===== src/rtl/osq_pkg.sv =====
`default_nettype none
// ----------------------------------------------------------------------------
// osq_pkg: shared types and constants of the obstacle avoidance sequencer
// Mode, drive and register index codes, the item and result records and the
// constants of the avoidance sequence.
// ----------------------------------------------------------------------------
package osq_pkg;

	// Sequencer modes, one-hot.
	typedef enum logic [8:0] {
		M_FORWARD = 9'b000000001,
		M_STOP    = 9'b000000010,
		M_LEFT    = 9'b000000100,
		M_PASS    = 9'b000001000,
		M_FIND    = 9'b000010000,
		M_PAUSE   = 9'b000100000,
		M_FAULT   = 9'b001000000,
		M_TIMEOUT = 9'b010000000,
		M_MANUAL  = 9'b100000000
	} mode_t;

	// Mode codes as reported on the result item.
	localparam logic [3:0] CODE_FORWARD = 4'd0;
	localparam logic [3:0] CODE_STOP    = 4'd1;
	localparam logic [3:0] CODE_LEFT    = 4'd2;
	localparam logic [3:0] CODE_PASS    = 4'd3;
	localparam logic [3:0] CODE_FIND    = 4'd4;
	localparam logic [3:0] CODE_PAUSE   = 4'd5;
	localparam logic [3:0] CODE_FAULT   = 4'd6;
	localparam logic [3:0] CODE_TIMEOUT = 4'd7;
	localparam logic [3:0] CODE_MANUAL  = 4'd8;

	// Drive commands.
	typedef enum logic [1:0] {
		D_STOP  = 2'd0,
		D_FWD   = 2'd1,
		D_LEFT  = 2'd2,
		D_RIGHT = 2'd3
	} drive_t;

	// Configuration register indexes.
	localparam logic [3:0] REG_OBSTACLE  = 4'd0;
	localparam logic [3:0] REG_EMERGENCY = 4'd1;
	localparam logic [3:0] REG_REARM     = 4'd2;
	localparam logic [3:0] REG_STOP_HOLD = 4'd3;
	localparam logic [3:0] REG_STRAFE    = 4'd4;
	localparam logic [3:0] REG_PASS      = 4'd5;
	localparam logic [3:0] REG_BACK_MIN  = 4'd6;
	localparam logic [3:0] REG_BACK_MAX  = 4'd7;

	// Sequence constants.
	localparam logic [3:0]        CENTER_MASK  = 4'h6;
	localparam logic [1:0]        NEAR_CONFIRM = 2'd2;
	localparam logic [1:0]        BAD_LIMIT    = 2'd3;
	localparam logic [1:0]        LINE_CONFIRM = 2'd3;
	localparam logic [2:0]        FAR_CONFIRM  = 3'd5;
	localparam logic [15:0]       PAUSE_MS     = 16'd120;
	localparam logic signed [7:0] FWD_LEFT_CMD  = 8'sd45;
	localparam logic signed [7:0] FWD_RIGHT_CMD = -8'sd49;
	localparam logic signed [7:0] STRAFE_L_CMD  = 8'sd41;
	localparam logic signed [7:0] STRAFE_R_CMD  = -8'sd41;

	typedef struct packed {
		logic [9:0]  obstacle_mm;
		logic [9:0]  emergency_mm;
		logic [9:0]  rearm_mm;
		logic [15:0] stop_hold_ms;
		logic [15:0] strafe_left_ms;
		logic [15:0] pass_ms;
		logic [15:0] back_min_ms;
		logic [15:0] back_max_ms;
	} cfg_t;

	typedef struct packed {
		mode_t       mode;
		logic        run;
		logic        armed;
		logic [1:0]  near_cnt;
		logic [1:0]  bad_cnt;
		logic [2:0]  far_cnt;
		logic [1:0]  line_cnt;
		logic [15:0] mode_time_ms;
	} state_t;

	typedef struct packed {
		logic [7:0]         tick_ms;
		logic               button_press;
		logic               sample_valid;
		logic signed [10:0] range_mm;
		logic [3:0]         line_bits;
	} item_t;

	typedef struct packed {
		logic [3:0]        mode_code;
		logic              is_running;
		logic              is_armed;
		drive_t            drive_kind;
		logic signed [7:0] left_cmd;
		logic signed [7:0] right_cmd;
		logic signed [7:0] rear_cmd;
	} result_t;

	// Reported code of a mode.
	function automatic logic [3:0] mode_code(input mode_t m);
		logic [3:0] c;
		case (m)
			M_FORWARD: c = CODE_FORWARD;
			M_STOP:    c = CODE_STOP;
			M_LEFT:    c = CODE_LEFT;
			M_PASS:    c = CODE_PASS;
			M_FIND:    c = CODE_FIND;
			M_PAUSE:   c = CODE_PAUSE;
			M_FAULT:   c = CODE_FAULT;
			M_TIMEOUT: c = CODE_TIMEOUT;
			default:   c = CODE_MANUAL;
		endcase
		return c;
	endfunction

endpackage
`default_nettype wire


===== src/rtl/osq_cfg_regs.sv =====
`default_nettype none
// ----------------------------------------------------------------------------
// osq_cfg_regs: configuration register file
// Holds the distance thresholds and mode durations, written one register per
// accepted write; indexes past the last register are dropped.
// ----------------------------------------------------------------------------
module osq_cfg_regs (
	input  wire logic          clk,
	input  wire logic          arst_n,
	input  wire logic          wr_en,
	input  wire logic [3:0]    wr_addr,
	input  wire logic [15:0]   wr_data,
	output osq_pkg::cfg_t      cfg
);

	osq_pkg::cfg_t cfg_q;

	// Register writes; reset loads the default thresholds and durations.
	always_ff @(posedge clk or negedge arst_n) begin
		if (!arst_n) begin
			cfg_q.obstacle_mm    <= 10'd90;
			cfg_q.emergency_mm   <= 10'd60;
			cfg_q.rearm_mm       <= 10'd150;
			cfg_q.stop_hold_ms   <= 16'd120;
			cfg_q.strafe_left_ms <= 16'd900;
			cfg_q.pass_ms        <= 16'd1200;
			cfg_q.back_min_ms    <= 16'd250;
			cfg_q.back_max_ms    <= 16'd2600;
		end else if (wr_en) begin
			case (wr_addr)
				osq_pkg::REG_OBSTACLE:  cfg_q.obstacle_mm    <= wr_data[9:0];
				osq_pkg::REG_EMERGENCY: cfg_q.emergency_mm   <= wr_data[9:0];
				osq_pkg::REG_REARM:     cfg_q.rearm_mm       <= wr_data[9:0];
				osq_pkg::REG_STOP_HOLD: cfg_q.stop_hold_ms   <= wr_data;
				osq_pkg::REG_STRAFE:    cfg_q.strafe_left_ms <= wr_data;
				osq_pkg::REG_PASS:      cfg_q.pass_ms        <= wr_data;
				osq_pkg::REG_BACK_MIN:  cfg_q.back_min_ms    <= wr_data;
				osq_pkg::REG_BACK_MAX:  cfg_q.back_max_ms    <= wr_data;
				default: ;
			endcase
		end
	end

	assign cfg = cfg_q;

endmodule
`default_nettype wire


===== src/rtl/osq_step.sv =====
`default_nettype none
// ----------------------------------------------------------------------------
// osq_step: next-state and result logic for one control step
// Applies the timer, the button, the distance sample and the mode action to
// the current state and forms the drive command of the step.
// ----------------------------------------------------------------------------
module osq_step (
	input  wire osq_pkg::cfg_t     cfg,
	input  wire osq_pkg::state_t   cur,
	input  wire osq_pkg::item_t    item,
	output osq_pkg::state_t        nxt,
	output osq_pkg::result_t       res
);

	// Mode change; the timer clears only when the mode really changes.
	function automatic osq_pkg::state_t go_mode(input osq_pkg::state_t st,
			input osq_pkg::mode_t m);
		osq_pkg::state_t r;
		r = st;
		if (st.mode != m) begin
			r.mode = m;
			r.mode_time_ms = '0;
		end
		return r;
	endfunction

	// Saturating increment of a two-bit counter.
	function automatic logic [1:0] inc2(input logic [1:0] v);
		return (v == 2'd3) ? v : v + 2'd1;
	endfunction

	always_comb begin
		osq_pkg::state_t s;
		osq_pkg::drive_t drv;
		logic [16:0]     sum;
		logic [15:0]     el;
		logic [9:0]      sample_mm;

		s         = cur;
		drv       = osq_pkg::D_STOP;
		sample_mm = item.range_mm[9:0];

		// Mode timer, saturating.
		sum = {1'b0, cur.mode_time_ms} + {9'd0, item.tick_ms};
		s.mode_time_ms = sum[16] ? 16'hFFFF : sum[15:0];

		// Start/stop button.
		if (item.button_press) begin
			if (s.run) begin
				s.run = 1'b0;
				s = go_mode(s, osq_pkg::M_MANUAL);
			end else begin
				s.run      = 1'b1;
				s.armed    = 1'b1;
				s.near_cnt = '0;
				s.bad_cnt  = '0;
				s.far_cnt  = '0;
				s.line_cnt = '0;
				s = go_mode(s, osq_pkg::M_FORWARD);
			end
		end

		// Distance sample, only taken while driving forward.
		if (s.run && s.mode == osq_pkg::M_FORWARD && item.sample_valid) begin
			if (item.range_mm[10]) begin
				s.near_cnt = '0;
				s.bad_cnt  = inc2(s.bad_cnt);
				if (s.bad_cnt >= osq_pkg::BAD_LIMIT) begin
					s.run = 1'b0;
					s = go_mode(s, osq_pkg::M_FAULT);
				end
			end else begin
				s.bad_cnt = '0;
				if (!s.armed) begin
					if (sample_mm >= cfg.rearm_mm) begin
						s.far_cnt = (s.far_cnt == 3'd7) ? s.far_cnt : s.far_cnt + 3'd1;
						if (s.far_cnt >= osq_pkg::FAR_CONFIRM) begin
							s.armed   = 1'b1;
							s.far_cnt = '0;
						end
					end else begin
						s.far_cnt = '0;
					end
				end else if (sample_mm <= cfg.emergency_mm) begin
					s = go_mode(s, osq_pkg::M_STOP);
					s.near_cnt = '0;
				end else if (sample_mm <= cfg.obstacle_mm) begin
					s.near_cnt = inc2(s.near_cnt);
					if (s.near_cnt >= osq_pkg::NEAR_CONFIRM) begin
						s = go_mode(s, osq_pkg::M_STOP);
						s.near_cnt = '0;
					end
				end else begin
					s.near_cnt = '0;
				end
			end
		end

		// Mode action and timed transitions.
		el = s.mode_time_ms;
		if (s.run) begin
			case (s.mode)
				osq_pkg::M_FORWARD: begin
					drv = osq_pkg::D_FWD;
				end
				osq_pkg::M_STOP: begin
					if (el >= cfg.stop_hold_ms) s = go_mode(s, osq_pkg::M_LEFT);
				end
				osq_pkg::M_LEFT: begin
					drv = osq_pkg::D_LEFT;
					if (el >= cfg.strafe_left_ms) s = go_mode(s, osq_pkg::M_PASS);
				end
				osq_pkg::M_PASS: begin
					drv = osq_pkg::D_FWD;
					if (el >= cfg.pass_ms) begin
						s.line_cnt = '0;
						s = go_mode(s, osq_pkg::M_FIND);
					end
				end
				osq_pkg::M_FIND: begin
					drv = osq_pkg::D_RIGHT;
					if (el >= cfg.back_min_ms &&
							(item.line_bits & osq_pkg::CENTER_MASK) != 4'd0) begin
						s.line_cnt = inc2(s.line_cnt);
						if (s.line_cnt >= osq_pkg::LINE_CONFIRM) begin
							drv = osq_pkg::D_STOP;
							s = go_mode(s, osq_pkg::M_PAUSE);
						end
					end else begin
						s.line_cnt = '0;
					end
					// Timeout counts only when the line was not found this step.
					if (s.mode == osq_pkg::M_FIND && el >= cfg.back_max_ms) begin
						s.run = 1'b0;
						drv   = osq_pkg::D_STOP;
						s = go_mode(s, osq_pkg::M_TIMEOUT);
					end
				end
				osq_pkg::M_PAUSE: begin
					if (el >= osq_pkg::PAUSE_MS) begin
						s.armed   = 1'b0;
						s.far_cnt = '0;
						s = go_mode(s, osq_pkg::M_FORWARD);
					end
				end
				default: ;
			endcase
		end

		nxt = s;

		// Result item: state after the step and the wheel commands.
		res.mode_code  = osq_pkg::mode_code(s.mode);
		res.is_running = s.run;
		res.is_armed   = s.armed;
		res.drive_kind = drv;
		res.left_cmd   = '0;
		res.right_cmd  = '0;
		res.rear_cmd   = '0;
		case (drv)
			osq_pkg::D_FWD: begin
				res.left_cmd  = osq_pkg::FWD_LEFT_CMD;
				res.right_cmd = osq_pkg::FWD_RIGHT_CMD;
			end
			osq_pkg::D_LEFT:  res.rear_cmd = osq_pkg::STRAFE_L_CMD;
			osq_pkg::D_RIGHT: res.rear_cmd = osq_pkg::STRAFE_R_CMD;
			default: ;
		endcase
	end

endmodule
`default_nettype wire


===== src/rtl/obstacle_avoid_sequencer.sv =====
`default_nettype none
// ----------------------------------------------------------------------------
// obstacle_avoid_sequencer: obstacle avoidance control sequencer
// Takes one control step per input item and returns the mode, flags and
// wheel commands of that step as one result item.
//
//   Channel   Direction  Handshake               Payload
//   s_*       in         s_tvalid / s_tready     step inputs (tdata, tuser)
//   m_*       out        m_tvalid / m_tready     step result (tdata, tuser)
//   cfg_*     in         cfg_valid / cfg_ready   register index and value
//
// An item is registered on acceptance; its result loads when the result register
// frees. One item per cycle is sustained while results are taken: the step logic
// sits between the input and result registers and the sequencer state updates as
// the result is loaded. A stalled result register holds; the input register still
// takes an item when the result register frees in the same cycle.
// Reset clears the sequencer state to manual stop and loads default registers.
// ----------------------------------------------------------------------------
module obstacle_avoid_sequencer (
	input  wire logic        clk,
	input  wire logic        arst_n,
	input  wire logic        s_tvalid,
	output logic             s_tready,
	// [7:0] tick_ms, [8] button_press, [19:9] range_mm, [23:20] line_bits
	input  wire logic [23:0] s_tdata,
	// [0] sample_valid
	input  wire logic        s_tuser,
	output logic             m_tvalid,
	input  wire logic        m_tready,
	// [3:0] mode_code, [4] is_running, [5] is_armed, [13:6] left_cmd,
	// [21:14] right_cmd, [29:22] rear_cmd, [31:30] zero
	output logic [31:0]      m_tdata,
	// [1:0] drive_kind
	output logic [1:0]       m_tuser,
	input  wire logic        cfg_valid,
	output logic             cfg_ready,
	input  wire logic [3:0]  cfg_addr,
	input  wire logic [15:0] cfg_data
);

	osq_pkg::cfg_t    cfg;
	osq_pkg::item_t   item_s1;
	logic             valid_s1;
	osq_pkg::state_t  state_q;
	osq_pkg::state_t  state_nxt;
	osq_pkg::result_t res_nxt;
	osq_pkg::result_t res_s2;
	logic             valid_s2;
	logic             advance;

	// Configuration registers take every write.
	assign cfg_ready = 1'b1;

	osq_cfg_regs u_cfg (
		.clk     (clk),
		.arst_n  (arst_n),
		.wr_en   (cfg_valid),
		.wr_addr (cfg_addr),
		.wr_data (cfg_data),
		.cfg     (cfg)
	);

	// Handshake: the registered item moves on when the result register frees.
	assign advance  = valid_s1 && (!valid_s2 || m_tready);
	assign s_tready = !valid_s1 || advance;

	// Input register.
	always_ff @(posedge clk or negedge arst_n) begin
		if (!arst_n) begin
			valid_s1 <= 1'b0;
		end else if (s_tready) begin
			valid_s1 <= s_tvalid;
		end
	end

	always_ff @(posedge clk) begin
		if (s_tvalid && s_tready) begin
			item_s1.tick_ms      <= s_tdata[7:0];
			item_s1.button_press <= s_tdata[8];
			item_s1.range_mm     <= s_tdata[19:9];
			item_s1.line_bits    <= s_tdata[23:20];
			item_s1.sample_valid <= s_tuser;
		end
	end

	osq_step u_step (
		.cfg  (cfg),
		.cur  (state_q),
		.item (item_s1),
		.nxt  (state_nxt),
		.res  (res_nxt)
	);

	// Sequencer state, updated once per item.
	always_ff @(posedge clk or negedge arst_n) begin
		if (!arst_n) begin
			state_q.mode         <= osq_pkg::M_MANUAL;
			state_q.run          <= 1'b0;
			state_q.armed        <= 1'b1;
			state_q.near_cnt     <= '0;
			state_q.bad_cnt      <= '0;
			state_q.far_cnt      <= '0;
			state_q.line_cnt     <= '0;
			state_q.mode_time_ms <= '0;
		end else if (advance) begin
			state_q <= state_nxt;
		end
	end

	// Result register.
	always_ff @(posedge clk or negedge arst_n) begin
		if (!arst_n) begin
			valid_s2 <= 1'b0;
		end else if (advance) begin
			valid_s2 <= 1'b1;
		end else if (m_tready) begin
			valid_s2 <= 1'b0;
		end
	end

	always_ff @(posedge clk) begin
		if (advance) begin
			res_s2 <= res_nxt;
		end
	end

	assign m_tvalid = valid_s2;
	assign m_tdata  = {2'b00, res_s2.rear_cmd, res_s2.right_cmd, res_s2.left_cmd,
		res_s2.is_armed, res_s2.is_running, res_s2.mode_code};
	assign m_tuser  = res_s2.drive_kind;

`ifndef SYNTHESIS
	// The sequence stops only into fault, timeout or manual stop.
	a_stopped_mode: assert property (@(posedge clk) disable iff (!arst_n)
		!state_q.run |-> (state_q.mode == osq_pkg::M_FAULT ||
			state_q.mode == osq_pkg::M_TIMEOUT || state_q.mode == osq_pkg::M_MANUAL))
		else $error("stopped sequencer in an active mode");

	// Input is refused only while an item waits behind a stalled result.
	a_ready_stall: assert property (@(posedge clk) disable iff (!arst_n)
		!s_tready |-> (valid_s1 && valid_s2 && !m_tready))
		else $error("input refused without an output stall");

	// The far and near confirmation counters clear when they reach their limit.
	a_count_limits: assert property (@(posedge clk) disable iff (!arst_n)
		state_q.far_cnt < osq_pkg::FAR_CONFIRM && state_q.near_cnt < osq_pkg::NEAR_CONFIRM)
		else $error("confirmation counter past its limit");

	// A result taken with no new one behind it leaves the output empty.
	a_out_drain: assert property (@(posedge clk) disable iff (!arst_n)
		(m_tvalid && m_tready && !advance) |=> !m_tvalid)
		else $error("result repeated after acceptance");
`endif

endmodule
`default_nettype wire

===== config.mk =====
export PLATFORM = sky130hd
export DESIGN_NAME = obstacle_avoid_sequencer
export DESIGN_NICKNAME = d
export VERILOG_FILES = /design/src/rtl/osq_pkg.sv /design/src/rtl/osq_cfg_regs.sv /design/src/rtl/osq_step.sv /design/src/rtl/obstacle_avoid_sequencer.sv
export SDC_FILE = /design/constraint.sdc
export NUM_CORES = 1
export LEC_CHECK = 0
export BUFFER_PORTS_ARGS = -buffer_cell sky130_fd_sc_hd__buf_2
export CORE_MARGIN = 2
export CORE_UTILIZATION = 30
export CTS_CLUSTER_DIAMETER = 30
export DETAILED_ROUTE_END_ITERATION = 10
export GPL_ROUTABILITY_DRIVEN = 0
export SETUP_SLACK_MARGIN = 0.05
export SYNTH_ARGS = -nofsm -noshare
export SYNTH_HDL_FRONTEND = slang
export SYNTH_SLANG_ARGS = --single-unit

===== constraint.sdc =====
create_clock -name clk -period 5.08 [get_ports clk]
set_clock_uncertainty 0.2 [all_clocks]
set_input_delay 0 -clock clk [delete_from_list [all_inputs] [get_ports clk]]
set_output_delay 0 -clock clk [all_outputs]
set_load 0.02 [all_outputs]

==> results.tsv <==
metric	value	unit
hold_viol_final	0	
antenna_found_initial	1	
drtIter0Drc	559	
die_w	199.2	microns
overflow	0	
layout_common_cells	buf_4, nand2_1, inv_1	
grt_pass1_wl	52040	microns
timing.final.ws_setup	-0.4034	ns
cts-htree-levels	4	
path_common_cell	buf_12	
slowest_delay	0.54	ns
cts_tree	yes	
rows	71	
layout.nets	1633	
cts-buffers-inserted	17	
worst_pin_slew	1.033	ns
fin_crit_sh	1.079	
pwr-share-seq	0.316	
synthCells	1190	
drive_above_1_share	0.3340	
switchingPower	2.330	mW
min_path_type	in -> async	
io_pins	87	
vias	9747	
fill_cells	3633	
drcViolationCount	0	
critPathKind	reg -> reg	
worst_ep_required_time	5.07	ns
fp.dieH	199.2	microns
synth.distinct_cells	82	
synth_edf_count	34	
coreArea	37580	sq um
final_cells	1987	
multi_input_area	6521	sq um
slew_headroom	0.3105	
initial_core_util	0.3043	
placed_cells	1877	
status	finished with violations	
critical_path.top_delay_family	compound AO/OA/AOI/OAI gates	
die_area	39690	sq um
clk_latency	0.45	ns
intPower	3.910	mW
diodes	0	
wirelength	31760	microns
cap_viol_max_count	0	
syn_area	11430	sq um
postSynthAreaPerCell	9.608	sq um
track_usage	0.1672	
clk_pin_slew_worst_paths	0.07	ns
drtAntennaViolNets	0	
p_per_area	407.1	nW/um^2
clockRootBuffer	clkbuf_16	
synthFlopType	dfrtp_1	
grt_max_degree	104	
maxSlewViolCount	0	
io_buffers	75	
cp-end-kind	flip-flop	
cts_buffer_depth	2	
seqCellArea	4770	sq um
dr.pass1.iters	5	
irDropWorstVdd	0.2812	mV
critical_path_buf_inv_count	7	
yosys_warnings	0	
violations	negative setup slack	
setup_viol	17	
startpoint_type	flip-flop	
leakagePower	7.013	nW
wire_per_inst	15.98	microns
postSynthRegisterBits	182	
grt_pass1_vias	9916	
combPwrFrac	0.471	
switching_share	0.3734	
synthArstFlopShare	0.8132	
synth-seq-area-share	0.4172	
critPathMaxFanout	7	
setup_tns	-3.369	ns
clock-sinks	182	
cp_slowest_cell	dfstp_2	
cp.arrival	5.47	ns
p_clk_frac	0.213	
rsz0062_at_grt	yes	
finalCriticalPeriod	5.483	ns
final_common_cell	buf_4	
area_growth	34.06	%
fmax	182.4	MHz
vias_per_cell	4.905	
dpl.hpwl	22860	microns
==> metrics by stage <==
stage / power (mW) / instance area [sq um] / setup WS (ns) / hold WS (ns) / utilization
2_1_floorplan: 3.521 / 11560 / 0.06940 / -0.4956 / -
3_3_place_gp: 4.491 / 13440 / -0.4497 / -0.02384 / 0.3577
3_5_place_dp: 4.560 / 13440 / -0.5282 / -0.02173 / 0.3577
4_1_cts: 6.171 / 15030 / -0.2352 / 0.03876 / 0.3999
5_1_grt: 6.706 / 15330 / -0.7728 / 0.05045 / 0.4079
6_report: 6.240 / 15330 / -0.4034 / 0.04615 / 0.4079
==> state kept, by name (all words and copies together) (netlist names) <==
| register | cells |
|---|---|
| item_s1 | 23 |
| m_tdata | 9 |
| m_tuser | 2 |
| m_tvalid | 1 |
| state_q | 36 |
| u_cfg.cfg | 110 |
| valid_s1 | 1 |
==> logic make-up after synthesis <==
kind of cell               count (synthesis)  synth area share
DFF                                      182            0.4172
buffers and inverters                    182           0.07069
adders and majority gates                120            0.1320
AOI/OAI and AO/OA                        305            0.1742
other                                      2         0.0006568
muxes                                     52           0.05100
xor gates and xnor gates                  11          0.008427
and+or+nand+nor                          336            0.1459
==> synth_stat cells (all sizes together) (11+ instances only) <==
master	instances	area (sq um)
a211oi	16	130.1
a21o	26	196.4
a21oi	54	270.3
a31oi	13	111.4
and2	13	81.33
buf	33	249.0
clkbuf	28	105.1
dfrtp	112	2803
dfstp	36	945.9
edfxtp	34	1021
ha	119	1489
inv	121	454.2
mux2	50	563.0
nand2	143	536.8
nand2b	16	100.1
nand3	16	80.08
nand4	16	100.1
nor2	53	198.9
nor3	11	60.06
nor4	11	102.6
o21ai	125	625.6
or2	12	75.08
==> what timing repair did <==
action	CTS	global route
pin swaps	43	36
hold endpoints to repair	214	0
resized for setup	80	41
endpoints found under the setup margin	25	29
gates cloned	1	0
buffers inserted	16	15
hold buffers	48	0
==> worst register-to-register path, stage by stage, from the launching register on <==
cell,delay [ns]
dfstp_2,0.54
inv_2,0.05
ha_4,0.24
nand4_1,0.10
buf_4,0.17
a211oi_4,0.26
a2111oi_4,0.07
o211a_4,0.26
a21oi_2,0.12
nand2b_1,0.11
buf_6,0.16
buf_12,0.13
buf_12,0.13
a21oi_4,0.14
buf_12,0.12
ha_4,0.13
nand2_4,0.05
a2111oi_4,0.37
nand4_1,0.26
a31o_2,0.31
o211ai_1,0.29
nand3_1,0.21
a31oi_4,0.22
o22ai_4,0.11
buf_6,0.13
nor4_4,0.26
a211oi_1,0.07
==> power groups by stage <==
stage	registers (mW)	logic, mW	clock network, mW
2_1_floorplan	1.96	1.56	0
3_3_place_gp	1.98	2.51	0
3_5_place_dp	1.99	2.57	0
4_1_cts	1.97	2.84	1.36
5_1_grt	2.01	3.28	1.42
6_report	1.97	2.94	1.33
==> final timing paths <==
path	startpoint	to	slack [ns]	cells after the start
setup / recovery	u_cfg.cfg[106]$_DFFE_PN1P_	m_tdata[3]$_DFFE_PP_	-0.40	26
hold / removal	arst_n	u_cfg.cfg[80]$_DFFE_PN0P_	0.05	2
setup reg to reg	u_cfg.cfg[106]$_DFFE_PN1P_	m_tdata[3]$_DFFE_PP_	-0.40	26
hold reg to reg	state_q[23]$_DFFE_PN0P_	state_q[23]$_DFFE_PN0P_	0.28	2
max in group asynchronous	arst_n	u_cfg.cfg[45]$_DFFE_PN0P_	3.40	3
min in group clk	s_tdata[2]	item_s1[19]$_DFFE_PP_	0.07	2
==> metal layers <==
layer	track usage	up-vias	routed length, microns
li1	-	4746	-
met2	0.2866	190	15240
met1	0.2170	4756	14760
met4	0.05362	0	721
met5	0	-	0
met3	0.02346	55	1037
==> layout make-up <==
type                    count  area share
clock buffers              18     0.02865
clock inverters            14    0.009143
well taps                 511     0.04171
inverters                 121     0.02963
multi-input cells         834      0.4255
repair buffers            307      0.1542
flip-flops and latches    182      0.3112
Note: power is estimated with default switching activity, not from simulation.
